### config.mk
export PLATFORM = sky130hd
export DESIGN_NAME = byte_fifo_with_search
export DESIGN_NICKNAME = d
export VERILOG_FILES = /design/src/rtl/bfs_pkg.sv /design/src/rtl/bfs_ctrl.sv /design/src/rtl/bfs_dp.sv /design/src/rtl/byte_fifo_with_search.sv
export SDC_FILE = /design/constraint.sdc
export NUM_CORES = 1
export LEC_CHECK = 0
export ABC_CLOCK_PERIOD_IN_PS = 3900
export BUFFER_PORTS_ARGS = -buffer_cell sky130_fd_sc_hd__buf_2
export CORE_MARGIN = 2
export CORE_UTILIZATION = 51
export CTS_BUF_LIST = sky130_fd_sc_hd__clkbuf_16
export DETAILED_ROUTE_END_ITERATION = 10
export HOLD_SLACK_MARGIN = 0.05
export PLACE_DENSITY = 0.71
export SYNTH_ARGS = -nofsm -noshare
export SYNTH_HDL_FRONTEND = slang
export SYNTH_HIERARCHICAL = 1
export SYNTH_SLANG_ARGS = --single-unit
export TNS_END_PERCENT = 1
### constraint.sdc
create_clock -name clk_i -period 3.9 [get_ports clk_i]
set_input_delay 0.39 -clock clk_i [delete_from_list [all_inputs] [get_ports clk_i]]
set_output_delay 0.39 -clock clk_i [all_outputs]
set_load 0.01 [all_outputs]
### src/rtl/bfs_pkg.sv
package bfs_pkg;

  localparam int unsigned DEPTH_DEF = 8;

  localparam logic [7:0] EMPTY_DEQ_BYTE = 8'h7E;
  localparam logic [7:0] CH_LO_A        = 8'h61;
  localparam logic [7:0] CH_LO_Z        = 8'h7A;
  localparam logic [7:0] CH_UP_A        = 8'h41;
  localparam logic [7:0] CH_UP_Z        = 8'h5A;
  localparam logic [7:0] CASE_OFFSET    = CH_LO_A - CH_UP_A;

  typedef enum logic [2:0] {
    K_ENQ     = 3'd0,
    K_DEQ     = 3'd1,
    K_PEEK    = 3'd2,
    K_SEARCH  = 3'd3,
    K_REPLACE = 3'd4,
    K_UPPER   = 3'd5,
    K_LOWER   = 3'd6,
    K_CLEAR   = 3'd7
  } kind_e;

  typedef enum logic [1:0] {
    ST_OK    = 2'd0,
    ST_FULL  = 2'd1,
    ST_EMPTY = 2'd2
  } status_e;

  typedef enum logic [2:0] {
    S_IDLE,
    S_EXEC,
    S_FETCH,
    S_SCAN,
    S_OUT
  } ctl_state_e;

  typedef enum logic [3:0] {
    OP_NONE,
    OP_LOAD,
    OP_ENQ,
    OP_REPLACE,
    OP_CLEAR,
    OP_EMPTY_RD,
    OP_RD_HEAD,
    OP_RD_TAIL,
    OP_POP,
    OP_PEEK,
    OP_CASE,
    OP_SCAN_START,
    OP_SCAN_STEP,
    OP_FOUND,
    OP_OUT
  } dp_op_e;

  typedef struct packed {
    kind_e kind;
    logic  empty;
    logic  full;
    logic  match;
    logic  scan_end;
    logic  out_free;
  } dp_sts_t;

  function automatic logic [7:0] recase(input logic [7:0] b, input kind_e kind);
    logic [7:0] r;
    r = b;
    if (kind == K_UPPER) begin
      if (b >= CH_LO_A && b <= CH_LO_Z) r = b - CASE_OFFSET;
    end else begin
      if (b >= CH_UP_A && b <= CH_UP_Z) r = b + CASE_OFFSET;
    end
    return r;
  endfunction

endpackage

### src/rtl/bfs_ctrl.sv
module bfs_ctrl (
  input  logic             clk_i,
  input  logic             rst_ni,
  input  logic             in_valid_i,
  output logic             in_ready_o,
  input  bfs_pkg::dp_sts_t sts_i,
  output bfs_pkg::dp_op_e  op_o
);
  import bfs_pkg::*;

  ctl_state_e state_q, state_d;

  always_ff @(posedge clk_i or negedge rst_ni) begin
    if (!rst_ni) begin
      state_q <= S_IDLE;
    end else begin
      state_q <= state_d;
    end
  end

  always_comb begin
    state_d    = state_q;
    op_o       = OP_NONE;
    in_ready_o = 1'b0;
    unique case (state_q)
      S_IDLE: begin
        in_ready_o = 1'b1;
        if (in_valid_i) begin
          op_o    = OP_LOAD;
          state_d = S_EXEC;
        end
      end
      S_EXEC: begin
        state_d = S_OUT;
        unique case (sts_i.kind)
          K_ENQ:     op_o = OP_ENQ;
          K_REPLACE: op_o = OP_REPLACE;
          K_CLEAR:   op_o = OP_CLEAR;
          K_DEQ, K_PEEK: begin
            if (sts_i.empty) begin
              op_o = OP_EMPTY_RD;
            end else begin
              op_o    = OP_RD_HEAD;
              state_d = S_FETCH;
            end
          end
          K_SEARCH: begin
            if (!sts_i.empty) begin
              op_o    = OP_SCAN_START;
              state_d = S_SCAN;
            end
          end
          K_UPPER, K_LOWER: begin
            if (!sts_i.empty) begin
              op_o    = OP_RD_TAIL;
              state_d = S_FETCH;
            end
          end
          default: op_o = OP_NONE;
        endcase
      end
      S_FETCH: begin
        state_d = S_OUT;
        unique case (sts_i.kind)
          K_DEQ:   op_o = OP_POP;
          K_PEEK:  op_o = OP_PEEK;
          default: op_o = OP_CASE;
        endcase
      end
      S_SCAN: begin
        // compare the entry read last cycle; fetch the next one unless the last held entry was reached
        priority if (sts_i.match) begin
          op_o    = OP_FOUND;
          state_d = S_OUT;
        end else if (sts_i.scan_end) begin
          state_d = S_OUT;
        end else begin
          op_o = OP_SCAN_STEP;
        end
      end
      S_OUT: begin
        if (sts_i.out_free) begin
          op_o    = OP_OUT;
          state_d = S_IDLE;
        end
      end
      default: state_d = S_IDLE;
    endcase
  end

  a_scan_bounded: assert property (@(posedge clk_i) disable iff (!rst_ni)
    op_o == OP_SCAN_STEP |-> !sts_i.scan_end)
    else $error("scan step issued past the last held entry");

  a_exec_after_load: assert property (@(posedge clk_i) disable iff (!rst_ni)
    op_o == OP_LOAD |=> state_q == S_EXEC)
    else $error("accepted request not executed");

  a_ready_only_idle: assert property (@(posedge clk_i) disable iff (!rst_ni)
    (state_q == S_OUT) |-> !in_ready_o)
    else $error("request accepted while a result is pending");

endmodule

### src/rtl/bfs_dp.sv
module bfs_dp #(
  parameter int unsigned DEPTH = bfs_pkg::DEPTH_DEF
) (
  input  logic              clk_i,
  input  logic              rst_ni,
  input  bfs_pkg::dp_op_e   op_i,
  input  logic [2:0]        kind_i,
  input  logic [7:0]        item_i,
  input  logic              out_ready_i,
  output logic              out_valid_o,
  output logic [7:0]        value_o,
  output logic              found_o,
  output logic [1:0]        status_o,
  output logic [3:0]        fill_count_o,
  output logic              full_o,
  output logic              empty_o,
  output bfs_pkg::dp_sts_t  sts_o
);
  import bfs_pkg::*;

  localparam int unsigned PTR_W = (DEPTH > 1) ? $clog2(DEPTH) : 1;
  localparam int unsigned CNT_W = $clog2(DEPTH + 1);
  localparam int unsigned SUM_W = CNT_W + 1;

  logic [7:0]       mem [DEPTH];
  logic [7:0]       rd_data_q;
  kind_e            kind_q;
  logic [7:0]       item_q;
  logic [PTR_W-1:0] rp_q;
  logic [CNT_W-1:0] occ_q;
  logic [CNT_W-1:0] scan_q;
  logic [7:0]       value_q;
  logic             found_q;
  status_e          status_q;
  logic             out_valid_q;
  logic             full, empty;
  logic             mem_we, mem_re;
  logic [PTR_W-1:0] mem_waddr, mem_raddr;
  logic [7:0]       mem_wdata;
  logic [PTR_W-1:0] tail_idx, newest_idx, scan_idx, next_rp;
  logic [31:0]      occ_ext;

  function automatic logic [PTR_W-1:0] wrap_idx(input logic [SUM_W-1:0] x);
    logic [SUM_W-1:0] y;
    y = (x >= SUM_W'(DEPTH)) ? x - SUM_W'(DEPTH) : x;
    return y[PTR_W-1:0];
  endfunction

  assign full       = (occ_q == CNT_W'(DEPTH));
  assign empty      = (occ_q == '0);
  assign tail_idx   = wrap_idx(SUM_W'(rp_q) + SUM_W'(occ_q));
  assign newest_idx = wrap_idx(SUM_W'(rp_q) + SUM_W'(occ_q) - SUM_W'(1));
  assign scan_idx   = wrap_idx(SUM_W'(rp_q) + SUM_W'(scan_q));
  assign next_rp    = wrap_idx(SUM_W'(rp_q) + SUM_W'(1));

  always_comb begin
    mem_we    = 1'b0;
    mem_waddr = newest_idx;
    mem_wdata = item_q;
    mem_re    = 1'b0;
    mem_raddr = rp_q;
    unique case (op_i)
      OP_ENQ: begin
        mem_we    = !full;
        mem_waddr = tail_idx;
      end
      OP_REPLACE: mem_we = !empty;
      OP_CASE: begin
        mem_we    = 1'b1;
        mem_wdata = recase(rd_data_q, kind_q);
      end
      OP_RD_HEAD, OP_SCAN_START: mem_re = 1'b1;
      OP_RD_TAIL: begin
        mem_re    = 1'b1;
        mem_raddr = newest_idx;
      end
      OP_SCAN_STEP: begin
        mem_re    = 1'b1;
        mem_raddr = scan_idx;
      end
      default: mem_re = 1'b0;
    endcase
  end

  always_ff @(posedge clk_i) begin
    if (mem_we) mem[mem_waddr] <= mem_wdata;
    if (mem_re) rd_data_q <= mem[mem_raddr];
  end

  // command and result registers
  always_ff @(posedge clk_i) begin
    unique case (op_i)
      OP_LOAD: begin
        kind_q   <= kind_e'(kind_i);
        item_q   <= item_i;
        value_q  <= '0;
        found_q  <= 1'b0;
        status_q <= ST_OK;
      end
      OP_ENQ:        if (full) status_q <= ST_FULL;
      OP_EMPTY_RD: begin
        status_q <= ST_EMPTY;
        value_q  <= (kind_q == K_DEQ) ? EMPTY_DEQ_BYTE : '0;
      end
      OP_POP, OP_PEEK: value_q <= rd_data_q;
      OP_FOUND:        found_q <= 1'b1;
      OP_SCAN_START:   scan_q  <= CNT_W'(1);
      OP_SCAN_STEP:    scan_q  <= scan_q + CNT_W'(1);
      default:         value_q <= value_q;
    endcase
  end

  always_ff @(posedge clk_i or negedge rst_ni) begin
    if (!rst_ni) begin
      rp_q  <= '0;
      occ_q <= '0;
    end else begin
      unique case (op_i)
        OP_ENQ: if (!full) occ_q <= occ_q + CNT_W'(1);
        OP_POP: begin
          rp_q  <= next_rp;
          occ_q <= occ_q - CNT_W'(1);
        end
        OP_CLEAR: begin
          rp_q  <= '0;
          occ_q <= '0;
        end
        default: rp_q <= rp_q;
      endcase
    end
  end

  assign occ_ext = 32'(occ_q);

  always_ff @(posedge clk_i or negedge rst_ni) begin
    if (!rst_ni) begin
      out_valid_q <= 1'b0;
    end else if (op_i == OP_OUT) begin
      out_valid_q <= 1'b1;
    end else if (out_ready_i) begin
      out_valid_q <= 1'b0;
    end
  end

  always_ff @(posedge clk_i) begin
    if (op_i == OP_OUT) begin
      value_o      <= value_q;
      found_o      <= found_q;
      status_o     <= status_q;
      fill_count_o <= occ_ext[3:0];
      full_o       <= full;
      empty_o      <= empty;
    end
  end

  assign out_valid_o    = out_valid_q;
  assign sts_o.kind     = kind_q;
  assign sts_o.empty    = empty;
  assign sts_o.full     = full;
  assign sts_o.match    = (rd_data_q == item_q);
  assign sts_o.scan_end = (scan_q == occ_q);
  assign sts_o.out_free = !out_valid_q || out_ready_i;

  a_occ_bound: assert property (@(posedge clk_i) disable iff (!rst_ni)
    occ_q <= CNT_W'(DEPTH))
    else $error("occupancy above depth");

  a_enq_count: assert property (@(posedge clk_i) disable iff (!rst_ni)
    (op_i == OP_ENQ && !full) |=> occ_q == CNT_W'($past(occ_q) + CNT_W'(1)))
    else $error("enqueue did not advance the count");

  a_pop_nonempty: assert property (@(posedge clk_i) disable iff (!rst_ni)
    op_i == OP_POP |-> !empty)
    else $error("pop from an empty queue");

  a_out_free: assert property (@(posedge clk_i) disable iff (!rst_ni)
    op_i == OP_OUT |-> (!out_valid_q || out_ready_i))
    else $error("result register overwritten before it was taken");

endmodule

### src/rtl/byte_fifo_with_search.sv
// Enqueue, replace, clear and requests on an empty queue pass from acceptance through
// the execute and output states; dequeue, peek and case edits add a fetch state.
// Member search reads one stored entry per cycle through the single memory read
// port until it finds a match or reaches the last held entry. A new request is taken
// the cycle after the result register loads, so no request overlaps the one before.
// Reset clears read pointer, count and handshake state; slot storage is not cleared.
module byte_fifo_with_search #(
  parameter int unsigned DEPTH = bfs_pkg::DEPTH_DEF
) (
  input  logic        clk_i,
  input  logic        rst_ni,
  input  logic        s_axis_tvalid_i,
  output logic        s_axis_tready_o,
  input  logic [7:0]  s_axis_tdata_i,   // [7:0] item
  input  logic [2:0]  s_axis_tuser_i,   // [2:0] kind
  output logic        m_axis_tvalid_o,
  input  logic        m_axis_tready_i,
  // [7:0] value, [8] found, [10:9] status, [14:11] fill_count,
  // [15] is_full_flag, [16] is_empty_flag, [23:17] zero
  output logic [23:0] m_axis_tdata_o
);
  import bfs_pkg::*;

  dp_op_e     op;
  dp_sts_t    sts;
  logic [7:0] value;
  logic       found;
  logic [1:0] status;
  logic [3:0] fill_count;
  logic       full, empty;

  bfs_ctrl u_ctrl (
    .clk_i      (clk_i),
    .rst_ni     (rst_ni),
    .in_valid_i (s_axis_tvalid_i),
    .in_ready_o (s_axis_tready_o),
    .sts_i      (sts),
    .op_o       (op)
  );

  bfs_dp #(
    .DEPTH (DEPTH)
  ) u_dp (
    .clk_i        (clk_i),
    .rst_ni       (rst_ni),
    .op_i         (op),
    .kind_i       (s_axis_tuser_i),
    .item_i       (s_axis_tdata_i),
    .out_ready_i  (m_axis_tready_i),
    .out_valid_o  (m_axis_tvalid_o),
    .value_o      (value),
    .found_o      (found),
    .status_o     (status),
    .fill_count_o (fill_count),
    .full_o       (full),
    .empty_o      (empty),
    .sts_o        (sts)
  );

  assign m_axis_tdata_o = {7'b0, empty, full, fill_count, status, found, value};

endmodule

==> results.json, run 1 <==
{
  "outcome": "completed",
  "grt_pass1_wl_mm": 23.0,
  "hold_start": "s_axis_tdata_i[0]",
  "slew_headroom_pct": 21.7,
  "antenna_found_initial": 0,
  "finalMaxSlewViolations": 0,
  "drive_above_1_share_pct": 24.2,
  "routedWlPerCell_um": 19.0,
  "viasPerCell": 5.86,
  "syn_area_mm2": 0.00658,
  "cts_buffers": 17,
  "vias": 4518,
  "yosysWarnings": 6,
  "dieArea_mm2": 0.0138,
  "fmax_mhz": 267,
  "final_cell_mix": "edfxtp_1 (115), nor2_1 (59), mux2i_1 (52)",
  "startpoint": "u_dp/occ_q[1]",
  "place_congestion": 0.894,
  "rows": 41,
  "worst_pin_slew_ns": 1.16,
  "ios": 41,
  "finalSetupViolCount": 0,
  "port_buffers": 33,
  "path_class": "reg2reg",
  "cp.required_ns": 4.07,
  "worstPathArrival_ns": 3.91,
  "diodes": 0,
  "fin_skew_ns": 0.00690,
  "syn2layout_area_growth_pct": 18.2,
  "synthCells": 522,
  "clk_path_buf_depth": 2,
  "core_area_mm2": 0.0126,
  "clkTransAtPathRegs_ns": 0.06,
  "nets": 615,
  "layout.cells.non_filler": 771,
  "cp-start-kind": "flip-flop",
  "final_common_cell": "edfxtp_1",
  "grt_pass1_vias": 4439,
  "grt_use_total_pct": 21.6,
  "place_ws_ns": -0.00776,
  "fill_cells": 978,
  "syn_area_per_cell_um2": 12.6,
  "min_period_ns": 3.74,
  "worstSetupEndpointType": "flip-flop",
  "dp_cells": 736,
  "cap_violations": 0,
  "worstHoldPathType": "in2reg",
  "clk_latency_ns": 0.42,
  "critPathMaxFanout": 16,
  "cts_tree": "built",
  "dr.pass1.iters": 6,
  "drc": 0,
  "dieWidth_um": 118,
  "cts.sinks": 126,
  "die_y_um": 118,
  "drt-total-wl_mm": 14.6,
  "dp_hpwl_mm": 10.1,
  "cts_htree_levels": 4,
  "reg2reg_from": "u_dp/occ_q[1]",
  "first_iter_violations": 532,
  "timing.final.crit_share_pct": 95.9,
  "grt_max_degree": 39,
  "hold_violations": 0,
  "cts_root_buf": "clkbuf_16",
  "rsz0062_at_grt": "yes",
  "post-route-worst-setup-slack_ns": 0.158,
  "antenna_left": 0,
  "start_util_pct": 52.1,
  "overflow": 0
}
## through the flow
step	util (%)	hold WS, ns	TNS (ns)	instance area (um2)
global route	61.6	0.121	-0.0528	7770
global placement	56.3	0.281	0	7100
detailed placement	56.3	0.286	-0.0648	7100
floorplan	-	0.0944	0	6600
CTS	60.7	0.122	0	7660
finish	61.6	0.138	0	7770
## routing by layer
metal  vias to the layer above  GRT usage (%)  part of all wire, %
met4                         0           8.43                  2.3
met1                      2209           26.2                   41
met2                       175           36.4                   50
met3                        29           6.49                  6.2
met5                         -              0                    0
li1                       2105              -                    -
## worst max-delay path, cell delays in order (launching register included)
cell and delay [ns]:
dfrtp_1 0.49, nor4_2 0.09, buf_4 0.18, and3_1 0.24, o41ai_4 0.84, buf_4 0.29
nand2_1 0.15, o32ai_4 0.37, xor2_4 0.19, buf_12 0.19, mux2i_1 0.14, mux2_2 0.30
## sequential cells by signal, summed over array words and instances (netlist names), 3 cells and up
register / cells
u_dp/occ_q: 4
u_dp/rp_q: 3
u_dp/value_o: 8
u_dp/value_q: 8
u_ctrl/state_q: 3
u_dp/rd_data_q: 8
u_dp/scan_q: 4
u_dp/item_q: 8
u_dp/fill_count_o: 4
u_dp/mem: 64
u_dp/kind_q: 3
## what timing repair did
| item | in CTS | in global routing |
|---|---|---|
| gates cloned | 0 | 1 |
| pin swaps | 0 | 4 |
| resized for setup | 4 | 13 |
| setup endpoints to repair | 22 | 70 |
| setup buffers | 0 | 2 |
| hold endpoints to repair | 11 | 0 |
| hold buffers | 1 | 0 |
## worst paths after layout
path | endpoint | slack, ns | cells after the start
min reg2reg | u_dp/value_o[3] | 0.42 | 0
min | u_dp/item_q[0] | 0.14 | 1
max in group asynchronous | u_dp/rp_q[0] | 3.28 | 2
max reg2reg | u_dp/rd_data_q[1] | 0.16 | 11
max | u_dp/rd_data_q[1] | 0.16 | 11
min in group asynchronous | u_dp/occ_q[1] | 0.38 | 2
## final cells by class
| type | instances | area (um2) | share of cell area, % |
|---|---|---|---|
| clock inverter | 14 | 103 | 1.32 |
| multi-input combinational | 350 | 2720 | 35.0 |
| clock buffer | 17 | 425 | 5.47 |
| sequential | 126 | 3730 | 48.0 |
| tap | 172 | 215 | 2.77 |
| timing repair buffer | 78 | 531 | 6.82 |
| inverter | 14 | 52.6 | 0.676 |
Power of run 1 is not shown: default switching activity piles up to over one toggle a cycle in this logic, so the estimate is an artifact.
==> run 2: changes to the inputs <==
--- a/config.mk
+++ b/config.mk
@@ -5,14 +5,14 @@
 export SDC_FILE = /design/constraint.sdc
 export NUM_CORES = 1
 export LEC_CHECK = 0
-export ABC_CLOCK_PERIOD_IN_PS = 3900
+export ABC_CLOCK_PERIOD_IN_PS = 4220
 export BUFFER_PORTS_ARGS = -buffer_cell sky130_fd_sc_hd__buf_2
 export CORE_MARGIN = 2
 export CORE_UTILIZATION = 51
 export CTS_BUF_LIST = sky130_fd_sc_hd__clkbuf_16
 export DETAILED_ROUTE_END_ITERATION = 10
 export HOLD_SLACK_MARGIN = 0.05
-export PLACE_DENSITY = 0.71
+export PLACE_DENSITY = 0.69
 export SYNTH_ARGS = -nofsm -noshare
 export SYNTH_HDL_FRONTEND = slang
 export SYNTH_HIERARCHICAL = 1
==> constraint.sdc (replaced) <==
create_clock -name clk_i -period 4.22 [get_ports clk_i]
set_input_delay 0.422 -clock clk_i [delete_from_list [all_inputs] [get_ports clk_i]]
set_output_delay 0.422 -clock clk_i [all_outputs]
set_load 0.01 [all_outputs]
==> results.json, run 2 (synthesis gave the netlist of run 1 again) <==
{
  "outcome": "completed",
  "cap_violations": 0,
  "fill_cells": 998,
  "dp_hpwl_mm": 9.19,
  "cts_root_buf": "clkbuf_16",
  "nets": 598,
  "syn2layout_area_growth_pct": 15.0,
  "cts.sinks": 126,
  "cp-start-kind": "flip-flop",
  "ios": 41,
  "first_iter_violations": 340,
  "routedWlPerCell_um": 18.7,
  "antenna_left": 0,
  "rsz0062_at_grt": "no",
  "grt_use_total_pct": 20.7,
  "clk_path_buf_depth": 2,
  "overflow": 0,
  "cts_tree": "built",
  "placed_area_mm2": 0.00697,
  "port_buffers": 33,
  "clk_latency_ns": 0.42,
  "reg2reg_depth": 8,
  "final_cell_mix": "edfxtp_1 (115), nor2_1 (59), mux2i_1 (52)",
  "cts_buffers": 17,
  "slew_headroom_pct": 29.4,
  "finalSetupViolCount": 0,
  "cp.required_ns": 4.39,
  "largest_register_ffs": 64,
  "place_congestion": 0.859,
  "dr.pass1.iters": 4,
  "drt-total-wl_mm": 14.1,
  "cts_htree_levels": 4,
  "fmax_mhz": 260,
  "clkTransAtPathRegs_ns": 0.05,
  "final_common_cell": "edfxtp_1",
  "worstHoldPathType": "in2reg",
  "core_area_mm2": 0.0126,
  "min_period_ns": 3.85,
  "finalMaxSlewViolations": 0,
  "dieWidth_um": 118,
  "worstPathArrival_ns": 4.02,
  "worst_pin_slew_ns": 1.06,
  "grt_max_degree": 39,
  "top_register": "u_dp/mem",
  "antenna_found_initial": 0,
  "startpoint": "u_ctrl/state_q[0]",
  "diodes": 0,
  "rows": 41,
  "drc": 0,
  "vias": 4461,
  "worstSetupEndpointType": "flip-flop",
  "endpoint": "u_dp/rd_data_q[4]",
  "rr_endpoint": "u_dp/rd_data_q[4]",
  "die_y_um": 118,
  "reg2reg_from": "u_ctrl/state_q[0]",
  "dieArea_mm2": 0.0138,
  "setup_tns_ns": 0,
  "hold_slack_ns": 0.174,
  "grt_pass1_vias": 4394,
  "path_class": "reg2reg",
  "fin_skew_ns": 0.00892,
  "viasPerCell": 5.92,
  "start_util_pct": 52.1,
  "drive_above_1_share_pct": 19.6,
  "stdcell_area_mm2": 0.00757,
  "critPathMaxFanout": 22,
  "grt_pass1_wl_mm": 22.1,
  "timing.final.crit_share_pct": 91.2,
  "rrSetupSlack_ns": 0.37,
  "hold_violations": 0
}
run 2: area by class of cell:
type / count / area [um2] / share of cell area, %
Sequential cell: 126 / 3730 / 49.3
Multi-Input combinational cell: 349 / 2610 / 34.4
Tap cell: 172 / 215 / 2.84
Clock inverter: 14 / 154 / 2.03
Inverter: 14 / 52.6 / 0.694
Timing Repair Buffer: 62 / 385 / 5.09
Clock buffer: 17 / 425 / 5.62
run 2: worst max-delay path: stages (launching register included):
cell     delay (ns)
dfrtp_1        0.50
or3b_4         0.47
o41ai_4        0.97
nand2_1        0.33
o32ai_4        0.42
xor2_4         0.15
buf_4          0.32
mux2i_1        0.15
mux2_2         0.28
run 2: worst min-delay path by stage:
stage,startpoint,to,slack (ns),cells past startpoint
5_1_grt,s_axis_tuser_i[2],u_dp/kind_q[2],0.16,1
4_1_cts,s_axis_tdata_i[0],u_dp/item_q[0],0.16,1
2_1_floorplan,rst_ni,u_ctrl/state_q[0],0.13,0
6_report,s_axis_tdata_i[5],u_dp/item_q[5],0.17,1
3_3_place_gp,rst_ni,u_ctrl/state_q[2],0.32,1
3_5_place_dp,rst_ni,u_ctrl/state_q[2],0.33,1
run 2: routing by layer:
layer	GRT usage [%]	wire [um]	part of all wire (%)
met1	25.8	5950	42
met2	35.1	7010	50
met3	4.31	849	6.0
met4	8.81	300	2.1
met5	0	0	0
run 2: what timing repair did:
item,4_1_cts,5_1_grt
setup buffers,0,0
gates resized for setup,0,1
endpoints found under the setup margin,0,56
hold endpoints to repair,11,0
hold buffers,1,0
run 2: metrics by stage:
step                      cells  utilization (%)  setup slack (ns)
after global placement      722             55.2             0.433
after global routing        754             60.0            0.0134
after floorplan             528                -             0.365
final                       754             60.0             0.372
after detailed placement    722             55.2             0.224
after CTS                   754             59.9             0.180
Power of run 2 is left out for the same reason.
